`src/hdl/uem_pkg.sv`:
```
`default_nettype none
package uem_pkg;

  // longest row the run length is sized for
  localparam int unsigned MAX_ROW_UNITS = 65536;
  localparam int unsigned LEN_W = 17;
  localparam logic [LEN_W-1:0] LEN_CAP =
    (MAX_ROW_UNITS < 32'h1FFFF) ? LEN_W'(MAX_ROW_UNITS) : 17'h1FFFF;

  // depth of the queue between front and back
  localparam int unsigned QDEPTH = 4;

  // one classified step: at most one kind of run event per step
  typedef struct packed {
    logic        brk;    // non-emoji code point seen
    logic        emo;    // emoji surrogate pair seen (two units)
    logic        last;   // row ends on this step
    logic [15:0] start;  // unit position of the pair's high surrogate
  } ev_t;

endpackage
`default_nettype wire

```
`src/hdl/uem_front.sv`:
```
`default_nettype none
module uem_front (
  input  wire logic        clk,
  input  wire logic        rst_n,
  input  wire logic        in_tvalid,
  output logic             in_tready,
  input  wire logic [15:0] in_tdata,   // code_unit[15:0]
  input  wire logic        in_tlast,   // row_end
  input  wire logic        q_full,
  output logic             q_push,
  output uem_pkg::ev_t     q_ev
);

  logic        held_r, held_nxt;
  logic [9:0]  hi_r, hi_nxt;
  logic [15:0] pos_r, pos_nxt;
  logic        accept;
  logic        is_high, is_low;
  logic [20:0] cp;
  logic        cp_emoji;
  uem_pkg::ev_t ev;

  function automatic logic emoji_cp(input logic [20:0] c);
    return (c >= 21'h1F000 && c <= 21'h1FAFF) ||
           (c >= 21'h20000 && c <= 21'h2FFFF) ||
           (c >= 21'hE0000 && c <= 21'hE01EF);
  endfunction

  assign in_tready = !q_full;
  assign accept    = in_tvalid && in_tready;
  assign is_high   = (in_tdata[15:10] == 6'b110110);
  assign is_low    = (in_tdata[15:10] == 6'b110111);
  assign cp        = {1'b0, hi_r, in_tdata[9:0]} + 21'h10000;
  assign cp_emoji  = emoji_cp(cp);

  always_comb begin
    ev.brk   = 1'b0;
    ev.emo   = 1'b0;
    ev.last  = in_tlast;
    ev.start = pos_r - 16'd1;
    held_nxt = 1'b0;
    hi_nxt   = hi_r;
    if (held_r && is_low) begin
      ev.emo = cp_emoji;
      ev.brk = !cp_emoji;
    end else if (is_high && !in_tlast) begin
      // a lone held unit before this one is a non-emoji break
      ev.brk   = held_r;
      held_nxt = 1'b1;
      hi_nxt   = in_tdata[9:0];
    end else begin
      // bmp units and lone surrogates are never emoji
      ev.brk = 1'b1;
    end
    pos_nxt = in_tlast ? 16'd0 : pos_r + 16'd1;
  end

  assign q_ev   = ev;
  assign q_push = accept && (ev.brk || ev.emo || ev.last);

  always_ff @(posedge clk) begin
    if (!rst_n) begin
      held_r <= 1'b0;
      pos_r  <= 16'd0;
    end else if (accept) begin
      held_r <= held_nxt;
      pos_r  <= pos_nxt;
    end
  end

  always_ff @(posedge clk) begin
    if (accept) begin
      hi_r <= hi_nxt;
    end
  end

endmodule
`default_nettype wire

```
`src/hdl/uem_fifo.sv`:
```
`default_nettype none
module uem_fifo (
  input  wire logic         clk,
  input  wire logic         rst_n,
  input  wire logic         push,
  input  wire uem_pkg::ev_t push_ev,
  output logic              full,
  output logic              valid,
  input  wire logic         pop,
  output uem_pkg::ev_t      pop_ev
);

  localparam int unsigned PW = (uem_pkg::QDEPTH > 1) ? $clog2(uem_pkg::QDEPTH) : 1;
  localparam int unsigned CW = $clog2(uem_pkg::QDEPTH + 1);
  localparam logic [PW-1:0] PTR_LAST = PW'(uem_pkg::QDEPTH - 1);
  localparam logic [CW-1:0] CNT_FULL = CW'(uem_pkg::QDEPTH);

  uem_pkg::ev_t  mem_r [uem_pkg::QDEPTH];
  logic [PW-1:0] wr_r, rd_r;
  logic [CW-1:0] cnt_r;
  logic          do_push, do_pop;

  assign full    = (cnt_r == CNT_FULL);
  assign valid   = (cnt_r != '0);
  assign do_push = push && !full;
  assign do_pop  = pop && valid;
  assign pop_ev  = mem_r[rd_r];

  always_ff @(posedge clk) begin
    if (!rst_n) begin
      wr_r  <= '0;
      rd_r  <= '0;
      cnt_r <= '0;
    end else begin
      if (do_push) wr_r <= (wr_r == PTR_LAST) ? '0 : wr_r + PW'(1);
      if (do_pop)  rd_r <= (rd_r == PTR_LAST) ? '0 : rd_r + PW'(1);
      unique case ({do_push, do_pop})
        2'b10:   cnt_r <= cnt_r + CW'(1);
        2'b01:   cnt_r <= cnt_r - CW'(1);
        default: cnt_r <= cnt_r;
      endcase
    end
  end

  always_ff @(posedge clk) begin
    if (do_push) begin
      mem_r[wr_r] <= push_ev;
    end
  end

endmodule
`default_nettype wire

```
`src/hdl/uem_back.sv`:
```
`default_nettype none
module uem_back (
  input  wire logic         clk,
  input  wire logic         rst_n,
  input  wire logic         q_valid,
  input  wire uem_pkg::ev_t q_ev,
  output logic              q_pop,
  output logic              out_tvalid,
  input  wire logic         out_tready,
  output logic [39:0]       out_tdata,  // run_start[15:0], run_length[32:16], zero pad
  output logic              out_tlast   // row_done
);

  localparam int unsigned LW = uem_pkg::LEN_W;

  logic          run_r, run_nxt;
  logic [15:0]   start_r, start_nxt;
  logic [LW-1:0] len_r, len_nxt;
  logic          ovalid_r;
  logic [15:0]   ostart_r, res_start;
  logic [LW-1:0] olen_r, res_len;
  logic          olast_r;
  logic [LW:0]   sum;
  logic          closed, emit;

  assign q_pop = q_valid && (!ovalid_r || out_tready);

  always_comb begin
    run_nxt   = run_r;
    start_nxt = start_r;
    len_nxt   = len_r;
    closed    = q_ev.brk && run_r;
    sum       = '0;
    if (q_ev.emo) begin
      if (!run_r) begin
        start_nxt = q_ev.start;
        sum       = (LW+1)'(2);
      end else begin
        sum = {1'b0, len_r} + (LW+1)'(2);
      end
      run_nxt = 1'b1;
      len_nxt = (sum > {1'b0, uem_pkg::LEN_CAP}) ? uem_pkg::LEN_CAP : sum[LW-1:0];
    end else if (closed) begin
      run_nxt   = 1'b0;
      start_nxt = '0;
      len_nxt   = '0;
    end
    priority if (closed) begin
      res_start = start_r;
      res_len   = len_r;
    end else if (run_nxt) begin
      res_start = start_nxt;
      res_len   = len_nxt;
    end else begin
      res_start = '0;
      res_len   = '0;
    end
    emit = closed || q_ev.last;
    // row end drops all run state
    if (q_ev.last) begin
      run_nxt   = 1'b0;
      start_nxt = '0;
      len_nxt   = '0;
    end
  end

  always_ff @(posedge clk) begin
    if (!rst_n) begin
      run_r    <= 1'b0;
      start_r  <= '0;
      len_r    <= '0;
      ovalid_r <= 1'b0;
    end else begin
      if (q_pop) begin
        run_r   <= run_nxt;
        start_r <= start_nxt;
        len_r   <= len_nxt;
      end
      if (q_pop && emit) begin
        ovalid_r <= 1'b1;
      end else if (out_tready) begin
        ovalid_r <= 1'b0;
      end
    end
  end

  always_ff @(posedge clk) begin
    if (q_pop && emit) begin
      ostart_r <= res_start;
      olen_r   <= res_len;
      olast_r  <= q_ev.last;
    end
  end

  assign out_tvalid = ovalid_r;
  assign out_tdata  = {7'd0, olen_r, ostart_r};
  assign out_tlast  = olast_r;

  a_mid_row_len : assert property (@(posedge clk) disable iff (!rst_n)
    out_tvalid && !out_tlast |-> olen_r != '0)
    else $error("mid-row result with zero length");

  a_len_cap : assert property (@(posedge clk) disable iff (!rst_n)
    run_r |-> len_r <= uem_pkg::LEN_CAP && len_r != '0)
    else $error("open run length out of range");

  a_row_clear : assert property (@(posedge clk) disable iff (!rst_n)
    q_pop && q_ev.last |=> !run_r && out_tvalid && out_tlast)
    else $error("row end did not close state or give row-done result");

endmodule
`default_nettype wire

```
`src/hdl/utf16_emoji_run_marker_top.sv`:
```
`default_nettype none
// UTF-16 emoji run marker. Takes one code unit per transaction on in_ (in_tlast on the
// row's last unit), joins surrogate pairs and reports each maximal run of emoji code
// points (0x1F000-0x1FAFF, 0x20000-0x2FFFF, 0xE0000-0xE01EF) as start position and
// length in code units. The row's last unit always gives one result with out_tlast
// set, of length zero when no run is pending. Sustained rate is one unit per clock while
// the output is not stalled: the front classifies a unit in the cycle it is taken,
// a four-entry queue decouples it from the back, whose run update feeds an output
// register. A unit's event is first written into the queue, then its result is registered.
module utf16_emoji_run_marker_top (
  input  wire logic        clk,
  input  wire logic        rst_n,
  input  wire logic        in_tvalid,
  output logic             in_tready,
  input  wire logic [15:0] in_tdata,   // code_unit[15:0]
  input  wire logic        in_tlast,   // row_end
  output logic             out_tvalid,
  input  wire logic        out_tready,
  output logic [39:0]      out_tdata,  // run_start[15:0], run_length[32:16], zero pad
  output logic             out_tlast   // row_done
);

  uem_pkg::ev_t push_ev, pop_ev;
  logic         push, full, qvalid, pop;

  uem_front u_front (
    .clk       (clk),
    .rst_n     (rst_n),
    .in_tvalid (in_tvalid),
    .in_tready (in_tready),
    .in_tdata  (in_tdata),
    .in_tlast  (in_tlast),
    .q_full    (full),
    .q_push    (push),
    .q_ev      (push_ev)
  );

  uem_fifo u_fifo (
    .clk     (clk),
    .rst_n   (rst_n),
    .push    (push),
    .push_ev (push_ev),
    .full    (full),
    .valid   (qvalid),
    .pop     (pop),
    .pop_ev  (pop_ev)
  );

  uem_back u_back (
    .clk        (clk),
    .rst_n      (rst_n),
    .q_valid    (qvalid),
    .q_ev       (pop_ev),
    .q_pop      (pop),
    .out_tvalid (out_tvalid),
    .out_tready (out_tready),
    .out_tdata  (out_tdata),
    .out_tlast  (out_tlast)
  );

endmodule
`default_nettype wire
```
`config.mk`:
```
export PLATFORM = sky130hd
export DESIGN_NAME = utf16_emoji_run_marker_top
export DESIGN_NICKNAME = d
export VERILOG_FILES = /design/src/hdl/uem_pkg.sv /design/src/hdl/uem_front.sv /design/src/hdl/uem_fifo.sv /design/src/hdl/uem_back.sv /design/src/hdl/utf16_emoji_run_marker_top.sv
export SDC_FILE = /design/constraint.sdc
export NUM_CORES = 1
export LEC_CHECK = 0
export ABC_AREA = 1
export BUFFER_PORTS_ARGS = -buffer_cell sky130_fd_sc_hd__buf_2
export CAP_MARGIN = 20
export CELL_PAD_IN_SITES_DETAIL_PLACEMENT = 1
export CELL_PAD_IN_SITES_GLOBAL_PLACEMENT = 1
export CORE_MARGIN = 5
export CORE_UTILIZATION = 25
export CTS_CLUSTER_DIAMETER = 200
export DETAILED_ROUTE_END_ITERATION = 8
export GPL_TIMING_DRIVEN = 0
export PLACE_DENSITY = 0.59
export SYNTH_ARGS = -nofsm -noshare
export SYNTH_HDL_FRONTEND = slang
export SYNTH_SLANG_ARGS = --single-unit
```
`constraint.sdc`:
```
create_clock -name clk -period 2.3 [get_ports clk]
set_clock_uncertainty 0.1 [all_clocks]
set_input_delay 0.46 -clock clk [delete_from_list [all_inputs] [get_ports clk]]
set_output_delay 0.46 -clock clk [all_outputs]
set_load 0.03 [all_outputs]
```
======== Word level (Yosys, flattened, before mapping) ========
Memory sizes are Yosys's and may differ from the RTL's. A register that Yosys moved wholly into a read port is not among the register bits.
Cells that the tools add are included.
operators by class
  muxes and demuxes ....................... 32
  reduce and logical (&&, ||, !) cells .... 26
  eq/ne operators ......................... 7
  bitwise operators ....................... 1
  $add $sub $neg .......................... 8
  $lt $le $gt $ge ......................... 7
operators with widths
  kind                                                               number
  2-to-1 mux 16 bit                                                  7
  2-to-1 mux 17 bit                                                  6
  2-to-1 mux 18 bit                                                  2
  adder 20 x 17 -> 21 bit (second input constant)                    1
  >= comparator 21 x 17 -> 1 bit (second input constant)             1
  >= comparator 21 x 18 -> 1 bit (second input constant)             1
  >= comparator 21 x 20 -> 1 bit (second input constant)             1
  less-or-equal comparator 21 x 17 -> 1 bit (second input constant)  1
  less-or-equal comparator 21 x 18 -> 1 bit (second input constant)  1
  less-or-equal comparator 21 x 20 -> 1 bit (second input constant)  1
  adder 17 x 2 -> 18 bit (second input constant)                     1
  greater-than comparator 18 x 17 -> 1 bit (second input constant)   1
  adder 16 x 1 -> 16 bit (second input constant)                     1
  subtractor 16 x 1 -> 16 bit (second input constant)                1
  == test 6 bit (second input constant)                              2
  logical AND 1 bit                                                  12
  2-to-1 mux 1 bit                                                   12
  2-to-1 mux 2 bit                                                   4
  == test 2 bit (second input constant)                              3
  logical OR 1 bit                                                   6
  one-hot mux 3 bit (2 select lines)                                 1
  adder 2 x 1 -> 2 bit (second input constant)                       2
  zero test 1 bit                                                    4
  nonzero test 2 bit                                                 2
  7 further kinds                                                    7
word-level totals
  memories ................................ 1
  flip-flop bits (word level) ............. 103
  memory bits (writable) .................. 76
memories
  memory        depth  width  read ports  clocked after memory_dff  write ports  line            source
  u_fifo.mem_r  4      19     1           1                         1            uem_fifo.sv:18  uem_pkg::ev_t mem_r [uem_pkg::QDEPTH];

======== Logic depth before layout (Yosys ltp) ========
  word-level depth ........................ 13
  gate-level depth with buffers ........... 16
  depth with buffers taken out ............ 15

======== Cells and area by module ========
A second synthesis with hierarchy kept.
second synthesis, totals
  cells, all modules ...................... 1104
  area, all modules ....................... 9390.3 µm²
by module, submodules not included
  module     area an instance (µm²)  times used  sequential area each (µm²)  cells an instance
  uem_back   4062.6                  1           1721.7                      548
  uem_fifo   3350.7                  1           2462.4                      254
  uem_front  1976.9                  1           640.6                       302

======== Worst setup path before layout ========
Ideal clock, no wire load.
  path type ............................... register to register
  from .................................... register u_fifo.cnt_r[0]
  to ...................................... register u_fifo.cnt_r[2]
  arrival ................................. 2.312 ns
  stages on the path, launching flop included .. 13
  library setup time ...................... 0.122 ns
  period minus slack after synthesis ...... 2.534 ns
  data required time ...................... 2.078 ns
  slack ................................... -0.234 ns
  cell sequence ........................... dfxtp_1 inv_1 nand3_1 nand2_2 inv_1 o21ai_1 ha_1 inv_1 fa_1 a21oi_1 o21ai_0 o21ai_0 a21oi_1
on the way
  cells in the longest elaborated chain, start to end .. 7
ends and longest elaborated chain
  element                                                                          line                              source
  from (decl)                                                                      uem_fifo.sv:20                    logic [CW-1:0] cnt_r;
  from (signal assigned)                                                           uem_fifo.sv:38                    2'b10: cnt_r <= cnt_r + CW'(1);
  from (signal assigned)                                                           uem_fifo.sv:39                    2'b01: cnt_r <= cnt_r - CW'(1);
  from (signal assigned)                                                           uem_fifo.sv:40                    default: cnt_r <= cnt_r;
  == test 3 bit *                                                                  uem_fifo.sv:23                    assign full = (cnt_r == CNT_FULL);
  zero test 1 bit *                                                                uem_front.sv:29                   assign in_tready = !q_full;
  named net in_tready                                                              utf16_emoji_run_marker_top.sv:14  output logic in_tready,
  logical AND 1 bit                                                                uem_front.sv:30                   assign accept = in_tvalid && in_tready;
  logical AND 1 bit                                                                uem_front.sv:59                   assign q_push = accept && (ev.brk || ev.emo || ev.last);
  logical AND 1 bit *                                                              uem_fifo.sv:25                    assign do_push = push && !full;
  == test 2 x 1 -> 1 bit / == test 2 bit (equally long branches)                   uem_fifo.sv:37                    unique case ({do_push, do_pop})
  one-hot mux 3 bit (2 select lines) / nonzero test 2 bit (equally long branches)  -
Mark *: on every way through the listed nets, which the timed path passes. The rest lies on a longest branch.
A chain may end at the register's enable or synchronous reset.

==> results_dict.tcl <==
set metrics [dict create \
    status "completed" \
    synth_compound_area_frac 0.1407 \
    path_class "flop to flop" \
    hold_violations 0 \
    fmax_mhz 450.5 \
    io_buffers 56 \
    synth.area.mux_share 0 \
    setup.worst_path.end_class "flop" \
    rsz0062_at_grt "true" \
    die-area_sq_um 39870 \
    post_route_cells_drive_above_1_share 0.2651 \
    drt_wl_total_mm 25.64 \
    finalMaxSlewViolations 0 \
    clkSinkCount 181 \
    fin_crit_ns 2.220 \
    irDropWorstVdd_mv 0.6129 \
    critPathRequiredTime_ns 2.37 \
    tightest_slew_ns 0.8717 \
    vias 7330 \
    grt_pass1_vias 7572 \
    filler_cell_count 4169 \
    seq_power_share 0.344 \
    worstSetupStartpointType "flop" \
    crit_arrival_ns 2.29 \
    internal_power_mw 7.838 \
    synthAdderAreaFrac 0.01892 \
    ys.flop_type "edfxtp_1" \
    critical_path.max_stage_delay_ns 0.35 \
    pwr-share-clk 0.246 \
    dr.pass1.iters 4 \
    min-delay-path-class "input pin to flop" \
    setup_tns_ns 0 \
    cts.clk_slew.worst_paths_ns 0.08 \
    synth_top_family_by_area "simple AND/OR/NAND/NOR gates" \
    globalplace.congestion 0.8085 \
    vias_per_cell 4.570 \
    core_area_sq_um 35570 \
    grt-ovfl-total 0 \
    grtUsageTotal 0.1309 \
    maxSlewHeadroom 0.4168 \
    die_height_microns 199.7 \
    power_frac_comb 0.410 \
    p_sw_frac 0.4048 \
    syn_area_sq_um 8994 \
    setup_viol 0 \
    yosys.cell_types.count 48 \
    slowest_stage "dfxtp_2" \
    hpwl_mm 18.24 \
    period_share 0.9651 \
    crit_chain "inv_2 > buf_4 > or2_1 > a32oi_4 > buf_6 > buf_6 > buf_6 > a21oi_1 > o21ai_0 > o31ai_1 > nand2_1 > o21ai_0" \
    holdWs_ns 0.1271 \
    clockBufferDepth 2 \
    synthArstFlopShare 0 \
    synth_xor_area_frac 0.01461 \
    drv_cap 0 \
    powerDensity_nw_per_um2 1163 \
    tritoncts "built" \
    switchingPower_mw 5.330 \
    synth-simple-area-share 0.2204 \
    synth_largest_area_cell "edfxtp_1" \
    crit_top_cell "buf_6" \
    placedInstanceArea_sq_um 9988 \
    syn_inst 1015 \
    htreeDepth 4 \
    dr.first_iter.drc_count 301 \
    clk_latency_ns 0.44 \
    die_w_microns 199.7 \
    syn_to_final_growth_pct 25.88 \
    ant_nets 0 \
    ys_ff_latch 181 \
    synth_edf_count 120 \
    wl_per_cell_microns 15.98 \
    avgSynthCellArea_sq_um 8.861 \
    clockRootBuffer "clkbuf_16" \
    critPathMaxFanout 10 \
    nets 1164 \
    yosys-top-cells-area "edfxtp_1, dfxtp_1, nand2_1" \
    multi_input_area_sq_um 3894 \
    diodes 0 \
    synth_top_cell_area_share 0.4007 \
    cts_made_buffers 17 \
    hold_buffers 0 \
    stdcell_area_sq_um 11320 \
    grt_max_degree 19 \
    num_rows 69 \
    seq_area_sq_um 4847 \
    grt_pass1_wl_mm 41.08 \
    ys_seq_area_frac 0.5364 \
    antenna_found_initial 0 \
    p_leak_nw 4.148 \
    ys_warn_count 0 \
    ios 64 \
    start_util 0.2528 \
    drcViolationCount 0 \
]
[repair_timing]
action | 4_1_cts | 5_1_grt
gates cloned | 2 | 0
endpoints found under the setup margin | 120 | 113
setup buffers | 17 | 12
resized for setup | 55 | 88
pin swaps | 9 | 18
[synth_stat cells (all sizes together), types with 2 or more instances]
cell / count
a211oi: 2
a21oi: 71
a31oi: 2
and3: 2
buf: 29
clkbuf: 21
dfxtp: 61
edfxtp: 120
ha: 12
inv: 93
nand2: 244
nand3: 36
nand3b: 3
nand4: 12
nor2: 118
nor3: 19
nor3b: 3
nor4: 8
o21a: 2
o21ai: 98
o22ai: 16
o31ai: 16
or2: 4
xor2: 14
[layer usage]
layer	track usage	wire, microns
met4	0.02893	236
met2	0.2331	12940
met3	0.02377	569
met1	0.1656	11900
met5	0	0
[cells in the final DEF (no fill, tap or decap), types with 10 or more instances in the layout]
cell         n
nand3_2     15
buf_4       29
inv_1       83
a21oi_1     60
edfxtp_1   120
clkbuf_2    10
nand3_1     20
a21oi_2     10
clkbuf_1    11
nor3_1      14
ha_1        10
o21ai_0     70
xor2_1      13
buf_6       15
buf_2       65
nor2_2      14
clkbuf_16   17
nor2_1      98
dfxtp_1     49
nand2_2     31
nand2_1    209
nand4_1     12
o21ai_1     18
o22ai_1     16
[stage by stage]
| stage | worst slack (ns) | instances | utilization | power [mW] |
|---|---|---|---|---|
| floorplan | -0.04016 | 1021 | - | 7.713 |
| global placement | -0.7524 | 1538 | 0.2781 | 9.243 |
| detailed placement | -0.6778 | 1542 | 0.2808 | 9.392 |
| CTS | 0.001623 | 1592 | 0.3088 | 13.03 |
| global route | -0.04429 | 1604 | 0.3183 | 13.95 |
| finish | 0.08024 | 1604 | 0.3183 | 13.17 |
[flip-flops by register name (all words and copies together) (netlist names), named ones only]
register	flops
u_fifo.wr_r	2
u_fifo.cnt_r	3
u_back.start_r	16
u_front.held_r	1
u_back.olen_r	17
u_back.len_r	17
u_fifo.rd_r	2
u_back.out_tlast	1
u_back.run_r	1
u_front.pos_r	16
u_fifo.mem_r	76
u_front.hi_r	10
u_back.out_tvalid	1
u_back.ostart_r	16
[power by group through the flow]
| stage | logic [mW] | clock network [mW] | registers [mW] |
|---|---|---|---|
| after global routing | 5.89 | 3.46 | 4.60 |
| final | 5.40 | 3.24 | 4.53 |
| after detailed placement | 4.77 | 0 | 4.62 |
| after CTS | 5.15 | 3.34 | 4.55 |
| after global placement | 4.63 | 0 | 4.61 |
| after floorplan | 2.47 | 0 | 5.24 |
[final timing paths]
kind | to | cells after the start | slack [ns] | startpoint
setup / recovery | u_back.ostart_r[2] | 12 | 0.08 | flop
setup reg to reg | u_back.ostart_r[2] | 12 | 0.08 | flop
hold reg to reg | u_back.start_r[0] | 2 | 0.37 | u_back.start_r[0]
hold / removal | u_front.hi_r[9] | 1 | 0.13 | in_tdata[9]
[logic make-up after synthesis]
family | Yosys count
compound gates | 213
xor+xnor | 15
fa+ha+maj | 13
buf+inv | 143
flops | 181
other cells | 1
simple gates | 449
[final cells by class]
cell class / instances / area share
inverter: 93 / 0.03161
multi-input combinational: 697 / 0.3439
clock inverter: 14 / 0.01890
tap: 461 / 0.05095
clock buffer: 18 / 0.03791
timing repair buffer: 90 / 0.05880
timing repair inverter: 1 / 0.0006631
buffer: 49 / 0.02907
sequential: 181 / 0.4282
[critical path, delay by kind of cell (launching register included)]
family                 cells  cell delay (ns)
DFF                        1             0.35
AOI/OAI and AO/OA          5             0.59
and+or+nand+nor            2             0.32
buffers and inverters      5             0.59
Power figures use the tool's default switching activity.
